[config.mk]
export PLATFORM = sky130hd
export DESIGN_NAME = comb_adaptive_vertical_deinterlace
export DESIGN_NICKNAME = d
export VERILOG_FILES = /design/src/cavd_pkg.sv /design/src/comb_adaptive_vertical_deinterlace.sv /design/src/cavd_comb_window.sv /design/src/cavd_interp.sv
export SDC_FILE = /design/constraint.sdc
export NUM_CORES = 1
export LEC_CHECK = 0
export BUFFER_PORTS_ARGS = -buffer_cell sky130_fd_sc_hd__clkbuf_2
export CELL_PAD_IN_SITES_DETAIL_PLACEMENT = 1
export CELL_PAD_IN_SITES_GLOBAL_PLACEMENT = 1
export CORE_ASPECT_RATIO = 0.9
export CORE_UTILIZATION = 30
export CTS_CLUSTER_DIAMETER = 200
export CTS_CLUSTER_SIZE = 30
export DETAILED_ROUTE_END_ITERATION = 10
export PLACE_DENSITY_LB_ADDON = 0.15
export RECOVER_POWER = 50
export REMOVE_ABC_BUFFERS = 1
export SLEW_MARGIN = 20
export SYNTH_ARGS = -nofsm -noshare
export SYNTH_HDL_FRONTEND = slang
export SYNTH_SLANG_ARGS = --single-unit
[constraint.sdc]
create_clock -name clk -period 12.7 [get_ports clk]
set_input_delay 1.905 -clock clk [delete_from_list [all_inputs] [get_ports clk]]
set_output_delay 1.905 -clock clk [all_outputs]
set_load 0.03 [all_outputs]
[src/cavd_pkg.sv]
`timescale 1ns / 1ps
// ----------------------------------------------------------------------------
// cavd_pkg
// Shared types and constants for the comb-adaptive vertical deinterlacer.
// ----------------------------------------------------------------------------
package cavd_pkg;

    localparam int unsigned PIXEL_W = 8;
    localparam int unsigned THRESH_W = 16;
    localparam int unsigned TAPS = 7;

    localparam logic [PIXEL_W-1:0] MARK_VALUE = 8'd128;
    localparam logic [PIXEL_W-1:0] PIXEL_MAX = 8'd255;
    localparam logic [THRESH_W-1:0] THRESHOLD_RESET = 16'd12;

    // interpolation selector; code three behaves as cubic
    typedef enum logic [1:0] {
        INTERP_CUBIC     = 2'd0,
        INTERP_LINEAR    = 2'd1,
        INTERP_NEAREST   = 2'd2,
        INTERP_CUBIC_ALT = 2'd3
    } interp_mode_t;

    // configuration register indexes
    typedef enum logic [1:0] {
        REG_INTERP_MODE    = 2'd0,
        REG_FULL_FRAME     = 2'd1,
        REG_MARK_ONLY      = 2'd2,
        REG_COMB_THRESHOLD = 2'd3
    } reg_index_t;

    typedef logic [PIXEL_W-1:0] pixel_t;

    // detection result of both windows
    typedef struct packed {
        logic upper;
        logic lower;
    } comb_flags_t;

endpackage

[src/comb_adaptive_vertical_deinterlace.sv]
`timescale 1ns / 1ps
// ----------------------------------------------------------------------------
// comb_adaptive_vertical_deinterlace
// Per-pixel comb detection and vertical interpolation of luma.
// ----------------------------------------------------------------------------
// Each request carries the seven vertical luma neighbors (rows t-3..t+3) of
// one target pixel. Two four-row windows around the target are checked for
// interlace combing; a combed pixel (or every pixel in full-frame mode) is
// replaced by a cubic, linear or nearest interpolation from rows t-3, t-1,
// t+1, t+3 of the same field, or by 128 in mark mode. Otherwise the center
// sample passes through. comb_found reports detection in every mode.
// Throughput is one pixel per clock while the output is not stalled. A
// request passes one input register, then the detection and interpolation
// logic into the output register. An empty input register still takes a
// request while a result waits. Configuration is written through the cfg
// channel, always ready, and must only change while the pipeline is empty.
// ----------------------------------------------------------------------------
module comb_adaptive_vertical_deinterlace
(
    input  logic        clk,
    input  logic        rst_n,

    input  logic        s_axis_tvalid,
    output logic        s_axis_tready,
    // [7:0] row_minus3, [15:8] row_minus2, [23:16] row_minus1,
    // [31:24] row_centre, [39:32] row_plus1, [47:40] row_plus2,
    // [55:48] row_plus3
    input  logic [55:0] s_axis_tdata,

    output logic        m_axis_tvalid,
    input  logic        m_axis_tready,
    // [7:0] out_pixel
    output logic [7:0]  m_axis_tdata,
    // [0] comb_found
    output logic [0:0]  m_axis_tuser,

    input  logic        cfg_valid,
    output logic        cfg_ready,
    input  logic [1:0]  cfg_addr,
    input  logic [15:0] cfg_data
);

    // ------------------------------------------------------------------
    // configuration registers
    // ------------------------------------------------------------------
    cavd_pkg::interp_mode_t           interp_mode_reg;
    logic                             full_frame_reg;
    logic                             mark_only_reg;
    logic [cavd_pkg::THRESH_W-1:0]    comb_threshold_reg;
    logic                             cfg_write;

    assign cfg_ready = 1'b1;
    assign cfg_write = cfg_valid && cfg_ready;

    always_ff @(posedge clk or negedge rst_n)
    begin
        if (!rst_n)
        begin
            interp_mode_reg    <= cavd_pkg::INTERP_CUBIC;
            full_frame_reg     <= 1'b0;
            mark_only_reg      <= 1'b0;
            comb_threshold_reg <= cavd_pkg::THRESHOLD_RESET;
        end
        else if (cfg_write)
        begin
            unique case (cavd_pkg::reg_index_t'(cfg_addr))
                cavd_pkg::REG_INTERP_MODE:
                    interp_mode_reg <= cavd_pkg::interp_mode_t'(cfg_data[1:0]);
                cavd_pkg::REG_FULL_FRAME:     full_frame_reg     <= cfg_data[0];
                cavd_pkg::REG_MARK_ONLY:      mark_only_reg      <= cfg_data[0];
                cavd_pkg::REG_COMB_THRESHOLD: comb_threshold_reg <= cfg_data;
                default:                      ;
            endcase
        end
    end

    // ------------------------------------------------------------------
    // pipeline control: input register -> output register
    // ------------------------------------------------------------------
    logic                 in_valid_reg;
    logic                 out_valid_reg;
    logic                 out_advance;   // output register may load
    logic                 in_accept;
    cavd_pkg::pixel_t     tap_reg [cavd_pkg::TAPS];
    cavd_pkg::pixel_t     out_pixel_reg;
    logic                 comb_found_reg;

    assign out_advance   = !out_valid_reg || m_axis_tready;
    assign s_axis_tready = !in_valid_reg || out_advance;
    assign in_accept     = s_axis_tvalid && s_axis_tready;

    always_ff @(posedge clk or negedge rst_n)
    begin
        if (!rst_n)
        begin
            in_valid_reg  <= 1'b0;
            out_valid_reg <= 1'b0;
        end
        else
        begin
            if (s_axis_tready)
            begin
                in_valid_reg <= s_axis_tvalid;
            end
            if (out_advance)
            begin
                out_valid_reg <= in_valid_reg;
            end
        end
    end

    always_ff @(posedge clk)
    begin
        if (in_accept)
        begin
            for (int i = 0; i < cavd_pkg::TAPS; i++)
            begin
                tap_reg[i] <= s_axis_tdata[i*cavd_pkg::PIXEL_W +: cavd_pkg::PIXEL_W];
            end
        end
    end

    // ------------------------------------------------------------------
    // detection and interpolation
    // ------------------------------------------------------------------
    cavd_pkg::comb_flags_t flags;
    cavd_pkg::pixel_t      interp_pix;
    cavd_pkg::pixel_t      pixel_next;
    logic                  comb_next;

    // rows t-2..t+1
    cavd_comb_window u_win_upper
    (
        .s0        (tap_reg[1]),
        .s1        (tap_reg[2]),
        .s2        (tap_reg[3]),
        .s3        (tap_reg[4]),
        .threshold (comb_threshold_reg),
        .combs     (flags.upper)
    );

    // rows t-1..t+2
    cavd_comb_window u_win_lower
    (
        .s0        (tap_reg[2]),
        .s1        (tap_reg[3]),
        .s2        (tap_reg[4]),
        .s3        (tap_reg[5]),
        .threshold (comb_threshold_reg),
        .combs     (flags.lower)
    );

    cavd_interp u_interp
    (
        .v0    (tap_reg[0]),
        .v1    (tap_reg[2]),
        .v2    (tap_reg[4]),
        .v3    (tap_reg[6]),
        .mode  (interp_mode_reg),
        .pixel (interp_pix)
    );

    assign comb_next = flags.upper || flags.lower;

    always_comb
    begin
        priority if (!(comb_next || full_frame_reg))
        begin
            pixel_next = tap_reg[3];
        end
        else if (mark_only_reg)
        begin
            pixel_next = cavd_pkg::MARK_VALUE;
        end
        else
        begin
            pixel_next = interp_pix;
        end
    end

    always_ff @(posedge clk)
    begin
        if (out_advance && in_valid_reg)
        begin
            out_pixel_reg  <= pixel_next;
            comb_found_reg <= comb_next;
        end
    end

    assign m_axis_tvalid   = out_valid_reg;
    assign m_axis_tdata    = out_pixel_reg;
    assign m_axis_tuser[0] = comb_found_reg;

`ifndef NO_ASSERTIONS
    // input side only stalls when both stages hold data
    a_stall_full: assert property (@(posedge clk) disable iff (!rst_n)
        !s_axis_tready |-> (in_valid_reg && out_valid_reg))
        else $error("input stalled with an empty stage");

    // a bubble in the input stage reaches the output
    a_bubble: assert property (@(posedge clk) disable iff (!rst_n)
        (out_advance && !in_valid_reg) |=> !out_valid_reg)
        else $error("output valid without a source request");

    // full frame with mark mode always yields the marker
    a_mark_all: assert property (@(posedge clk) disable iff (!rst_n)
        (out_advance && in_valid_reg && full_frame_reg && mark_only_reg)
        |=> (m_axis_tdata == cavd_pkg::MARK_VALUE))
        else $error("marker not produced in full-frame mark mode");

    // undetected pixel in field mode passes the center sample
    a_pass_center: assert property (@(posedge clk) disable iff (!rst_n)
        (out_advance && in_valid_reg && !full_frame_reg && !comb_next)
        |=> (m_axis_tdata == $past(tap_reg[3]) && !m_axis_tuser[0]))
        else $error("center sample not passed through");
`endif

endmodule

[src/cavd_comb_window.sv]
`timescale 1ns / 1ps
// ----------------------------------------------------------------------------
// cavd_comb_window
// Comb test on one four-sample vertical window.
// ----------------------------------------------------------------------------
module cavd_comb_window
(
    input  cavd_pkg::pixel_t                   s0,
    input  cavd_pkg::pixel_t                   s1,
    input  cavd_pkg::pixel_t                   s2,
    input  cavd_pkg::pixel_t                   s3,
    input  logic [cavd_pkg::THRESH_W-1:0]      threshold,
    output logic                               combs
);

    logic signed [8:0]  d02;
    logic signed [8:0]  d31;
    logic signed [9:0]  dc;
    logic signed [7:0]  br;
    logic signed [7:0]  bi;
    logic signed [8:0]  cr;
    logic [15:0]        br_sq;
    logic [15:0]        bi_sq;
    logic [15:0]        b_pow;
    logic [15:0]        c_pow;
    logic               peak;
    logic               dip;

    assign d02 = {1'b0, s0} - {1'b0, s2};
    assign d31 = {1'b0, s3} - {1'b0, s1};
    assign dc  = {2'b0, s0} - {2'b0, s1} + {2'b0, s2} - {2'b0, s3};

    // arithmetic shift right by one
    assign br = d02[8:1];
    assign bi = d31[8:1];
    assign cr = dc[9:1];

    assign br_sq = 16'(br * br);
    assign bi_sq = 16'(bi * bi);
    assign c_pow = 16'(cr * cr);
    assign b_pow = br_sq + bi_sq;   // at most 32768

    assign peak = (s0 < s1) && (s2 < s1) && (s2 < s3);
    assign dip  = (s0 > s1) && (s2 > s1) && (s2 > s3);

    assign combs = (c_pow > b_pow) && (c_pow > threshold) && (peak || dip);

endmodule

[src/cavd_interp.sv]
`timescale 1ns / 1ps
// ----------------------------------------------------------------------------
// cavd_interp
// Cubic, linear or nearest vertical interpolation from same-field rows.
// ----------------------------------------------------------------------------
module cavd_interp
(
    input  cavd_pkg::pixel_t       v0,
    input  cavd_pkg::pixel_t       v1,
    input  cavd_pkg::pixel_t       v2,
    input  cavd_pkg::pixel_t       v3,
    input  cavd_pkg::interp_mode_t mode,
    output cavd_pkg::pixel_t       pixel
);

    logic signed [9:0]  p;
    logic signed [10:0] q;
    logic signed [8:0]  r;
    logic signed [11:0] tot;
    logic signed [8:0]  d21;
    cavd_pkg::pixel_t   cubic_pix;
    cavd_pkg::pixel_t   linear_pix;

    assign p = {2'b0, v3} - {2'b0, v2} - {2'b0, v0} + {2'b0, v1};
    assign q = {3'b0, v0} - {3'b0, v1} - 11'(p);
    assign r = {1'b0, v2} - {1'b0, v0};

    assign tot = 12'(p >>> 3) + 12'(q >>> 2) + 12'(r >>> 1) + {4'b0, v1};

    // clamp to pixel range
    always_comb
    begin
        priority if (tot[11])
        begin
            cubic_pix = '0;
        end
        else if (|tot[10:8])
        begin
            cubic_pix = cavd_pkg::PIXEL_MAX;
        end
        else
        begin
            cubic_pix = tot[7:0];
        end
    end

    assign d21        = {1'b0, v2} - {1'b0, v1};
    assign linear_pix = 8'(10'(d21 >>> 1) + {2'b0, v1});

    always_comb
    begin
        unique case (mode)
            cavd_pkg::INTERP_LINEAR:    pixel = linear_pix;
            cavd_pkg::INTERP_NEAREST:   pixel = v1;
            cavd_pkg::INTERP_CUBIC,
            cavd_pkg::INTERP_CUBIC_ALT: pixel = cubic_pix;
            default:                    pixel = cubic_pix;
        endcase
    end

endmodule

==> results.toml <==
[layout]
layout_commonest_cell = "sky130_fd_sc_hd__inv_1"
largest_register_ffs = 56
layout-area-overhead-vs-synth_pct = 9.152
num-nets-final = 3558
fillerInstances = 9231
share_of_post_route_cells_with_drive_strength_above_1_pct = 6.092
layout_common_cells = "sky130_fd_sc_hd__inv_1 (626), sky130_fd_sc_hd__fa_1 (384), sky130_fd_sc_hd__ha_1 (375)"
final_core_util_pct = 33.03

[floorplan]
floorplan.core_area_um2 = 79330
pin_count = 91
start_util_pct = 30.26
die_height_um = 270.4
die_x_um = 300.2
die_area_um2 = 81160
rows = 98

[place]
port_buffers = 89
place_congestion = 0.8911
detailedPlacementHpwl_um = 66060

[synthesis]
ys.flop_type = "sky130_fd_sc_hd__edfxtp_1"
per_instance_average_area_after_synthesis_um2 = 9.212
async_flop_share_pct = 25.29
synth_seq_area_share_pct = 10.43
count_of_mapped_cells_out_of_synthesis = 2606
post_synth_edffs = 65
yosys.cell_types.count = 74
synthesis.area_um2 = 24010
ys.warnings.count = 0
synth_register_bits = 87

[sta]
finish_stage_setup_viols = 0
setup-tns-final_ps = 0
drv_slew = 0
post-route-period-util_pct = 89.33
grt_setup_unrepaired = "false"
finalHoldWorstSlack_ps = 490.1
worst_pin_slew_ps = 1291
slew_headroom_pct = 13.96
max_freq_mhz = 88.15
finClkSkew_ps = 14.57
final_hold_viol_count = 0
fin_crit_ps = 11340

[clocking]
clk_latency_worst_skew_pair_ps = 400
postCtsSetupRepairBufs = 0
ctsHoldBuffers = 0
cts_tree = "built"
clockBufferDepth = 2
cts_made_buffers = 9
cts_sinks = 87
ctsResizeCount = 0
root_buffer = "sky130_fd_sc_hd__clkbuf_16"
clk_pin_slew_worst_paths_ps = 80
clock_tree.htree_level_count = 3

[worst_setup_path]
r2r_start = "tap_reg[2][1]"
critical_path_data_required_time_ps = 12850
worstRegToRegCells = 42
register_to_register_setup_slack_ps = 1360
cp_data_arrival_time_ps = 11490
start_kind = "flop"
slowest_delay_ps = 660
timing.critical_path.mode_cell = "sky130_fd_sc_hd__fa_1"
worst-setup-path-type = "reg -> reg"
worst_r2r_endpoint = "m_axis_tdata[0]"
type_of_element_capturing_the_critical_path = "flop"
timing.critical_path.fanout_max = 10
cpMaxStageDelayCell = "sky130_fd_sc_hd__edfxtp_1"

[global_routing]
gr-usage-all-layers_pct = 18.86
maximum_number_of_pins_on_one_net_before_global_route_repair = 57
grt_first_pass_wirelength_um = 116100
grt_pass1_vias = 20090
grt_overflow_total = 0
initial_antenna_violation_count = 0

[drt]
detailedRoute.firstIterationViolations = 763
antenna_violating_nets_post_route = 0
route.detailed.wl_per_inst_um = 19.69
drt-pass1-iter-count = 4
via_count = 17730
remaining_drc_errors = 0
post_detailed_route_via_to_cell_ratio = 4.697
finalWirelength_um = 74350

[hold_path]
hold_path.class = "reg -> reg"
hold_start = "in_valid_reg"
worstHoldPathCells = 1
worst_hold_endpoint = "m_axis_tvalid"

[run_status]
status = "finished clean"

[flow_run]
max_cap_viol_count = 0
[worst max-delay path, delay by kind of cell (launching register included)]
family	cells	cell delay, ps
flip-flops	1	660
multiplexers	1	350
AND/OR/NAND/NOR	11	2780
buffers and inverters	6	600
adder cells (fa/ha/maj)	10	4100
AO/OA/AOI/OAI	11	1960
XOR/XNOR	3	610
[cell usage after synthesis (3+ instances only)]
| master | number | area, um2 |
|---|---|---|
| sky130_fd_sc_hd__or2_1 | 5 | 31.28 |
| sky130_fd_sc_hd__a221oi_1 | 4 | 35.03 |
| sky130_fd_sc_hd__mux2_2 | 18 | 202.7 |
| sky130_fd_sc_hd__nand2_1 | 142 | 533.0 |
| sky130_fd_sc_hd__nand4b_1 | 4 | 35.03 |
| sky130_fd_sc_hd__o221ai_1 | 3 | 26.28 |
| sky130_fd_sc_hd__a41oi_1 | 3 | 26.28 |
| sky130_fd_sc_hd__edfxtp_1 | 65 | 1952 |
| sky130_fd_sc_hd__or3_1 | 9 | 56.30 |
| sky130_fd_sc_hd__xnor2_1 | 131 | 1147 |
| sky130_fd_sc_hd__a21o_1 | 47 | 352.8 |
| sky130_fd_sc_hd__a21boi_0 | 3 | 22.52 |
| sky130_fd_sc_hd__o31ai_1 | 3 | 22.52 |
| sky130_fd_sc_hd__a211oi_1 | 5 | 37.54 |
| sky130_fd_sc_hd__a21oi_1 | 134 | 670.6 |
| sky130_fd_sc_hd__inv_1 | 626 | 2350 |
| sky130_fd_sc_hd__xor2_1 | 59 | 516.8 |
| sky130_fd_sc_hd__nor2b_1 | 27 | 168.9 |
| sky130_fd_sc_hd__dfrtp_1 | 20 | 500.5 |
| sky130_fd_sc_hd__or2_2 | 4 | 25.02 |
| sky130_fd_sc_hd__nand3_1 | 19 | 95.09 |
| sky130_fd_sc_hd__fa_1 | 384 | 7687 |
| sky130_fd_sc_hd__a21boi_1 | 5 | 37.54 |
| sky130_fd_sc_hd__o22ai_1 | 3 | 18.77 |
| sky130_fd_sc_hd__nor3_1 | 18 | 90.09 |
| sky130_fd_sc_hd__and3_1 | 5 | 31.28 |
| sky130_fd_sc_hd__nand2b_1 | 29 | 181.4 |
| sky130_fd_sc_hd__nand4_1 | 19 | 118.9 |
| sky130_fd_sc_hd__and2_1 | 6 | 37.54 |
| sky130_fd_sc_hd__o21ai_1 | 11 | 55.05 |
| sky130_fd_sc_hd__a211o_1 | 3 | 26.28 |
| sky130_fd_sc_hd__o21a_1 | 12 | 90.09 |
| sky130_fd_sc_hd__ha_1 | 375 | 4692 |
| sky130_fd_sc_hd__o211ai_1 | 10 | 75.07 |
| sky130_fd_sc_hd__o21ai_0 | 58 | 290.3 |
| sky130_fd_sc_hd__inv_2 | 22 | 82.58 |
| sky130_fd_sc_hd__nor2_1 | 216 | 810.8 |
| sky130_fd_sc_hd__clkbuf_1 | 10 | 37.54 |
| sky130_fd_sc_hd__o31a_1 | 3 | 26.28 |
| sky130_fd_sc_hd__nand3b_1 | 3 | 22.52 |
| sky130_fd_sc_hd__o21bai_1 | 27 | 202.7 |
| sky130_fd_sc_hd__mux2i_1 | 10 | 100.1 |
| sky130_fd_sc_hd__a31oi_1 | 5 | 31.28 |
| sky130_fd_sc_hd__o41ai_1 | 3 | 26.28 |
[area by class of cell]
| cell class | instances | area, um2 | share of cell area, % |
|---|---|---|---|
| Multi-Input combinational cell | 1856 | 19020 | 72.59 |
| Sequential cell | 87 | 2505 | 9.560 |
| Inverter | 650 | 2440 | 9.311 |
| Tap cell | 1050 | 1314 | 5.014 |
| Timing Repair Buffer | 116 | 614.3 | 2.345 |
| Clock buffer | 9 | 225.2 | 0.8595 |
| Clock inverter | 7 | 81.33 | 0.3104 |
| Antenna cell | 1 | 2.502 | 0.009550 |
[per-stage QoR]
stage / std cells / instance area, um2 / setup slack [ps]
after floorplan: 2593 / 23950 / 2853
after global placement: 3759 / 25920 / 1611
after detailed placement: 3759 / 25920 / 1325
after CTS: 3775 / 26220 / 1281
after global routing: 3775 / 26200 / 436.4
final: 3776 / 26200 / 1355
[cells by family (layout without fill, tap and decap cells)]
family	count (synthesis)	in the layout	synth area share (%)
AO/OA/AOI/OAI	362	362	9.648
XOR/XNOR	190	190	6.932
adder cells (fa/ha/maj)	759	759	51.57
buffers and inverters	663	782	10.38
flip-flops	87	87	10.43
multiplexers	29	29	1.324
other	1	2	0.01562
AND/OR/NAND/NOR	515	515	9.695
[routing by layer]
metal | wire length, um | GRT usage (%) | share of wire (%) | vias to the layer above
li1 | - | - | - | 8435
met1 | 36250 | 26.61 | 49 | 8988
met2 | 34460 | 30.97 | 46 | 254
met3 | 2516 | 2.389 | 3.4 | 57
met4 | 1122 | 3.370 | 1.5 | 0
met5 | 0 | 0 | 0 | -
[how the worst max path moves through the flow]
| stage | from | end | slack (ps) | cells after the start |
|---|---|---|---|---|
| finish | tap_reg[2][1] | m_axis_tdata[0] | 1360 | 42 |
| global route | tap_reg[2][2] | m_axis_tdata[0] | 440 | 41 |
| CTS | tap_reg[2][1] | m_axis_tdata[0] | 1280 | 42 |
| detailed placement | tap_reg[2][1] | m_axis_tdata[0] | 1330 | 41 |
| global placement | tap_reg[2][1] | m_axis_tdata[0] | 1610 | 42 |
| floorplan | tap_reg[2][1] | m_axis_tdata[0] | 2850 | 41 |
Power is left out: the tool's default activity adds up to more than one toggle a clock period on the data nets, which glitch-free logic cannot reach.
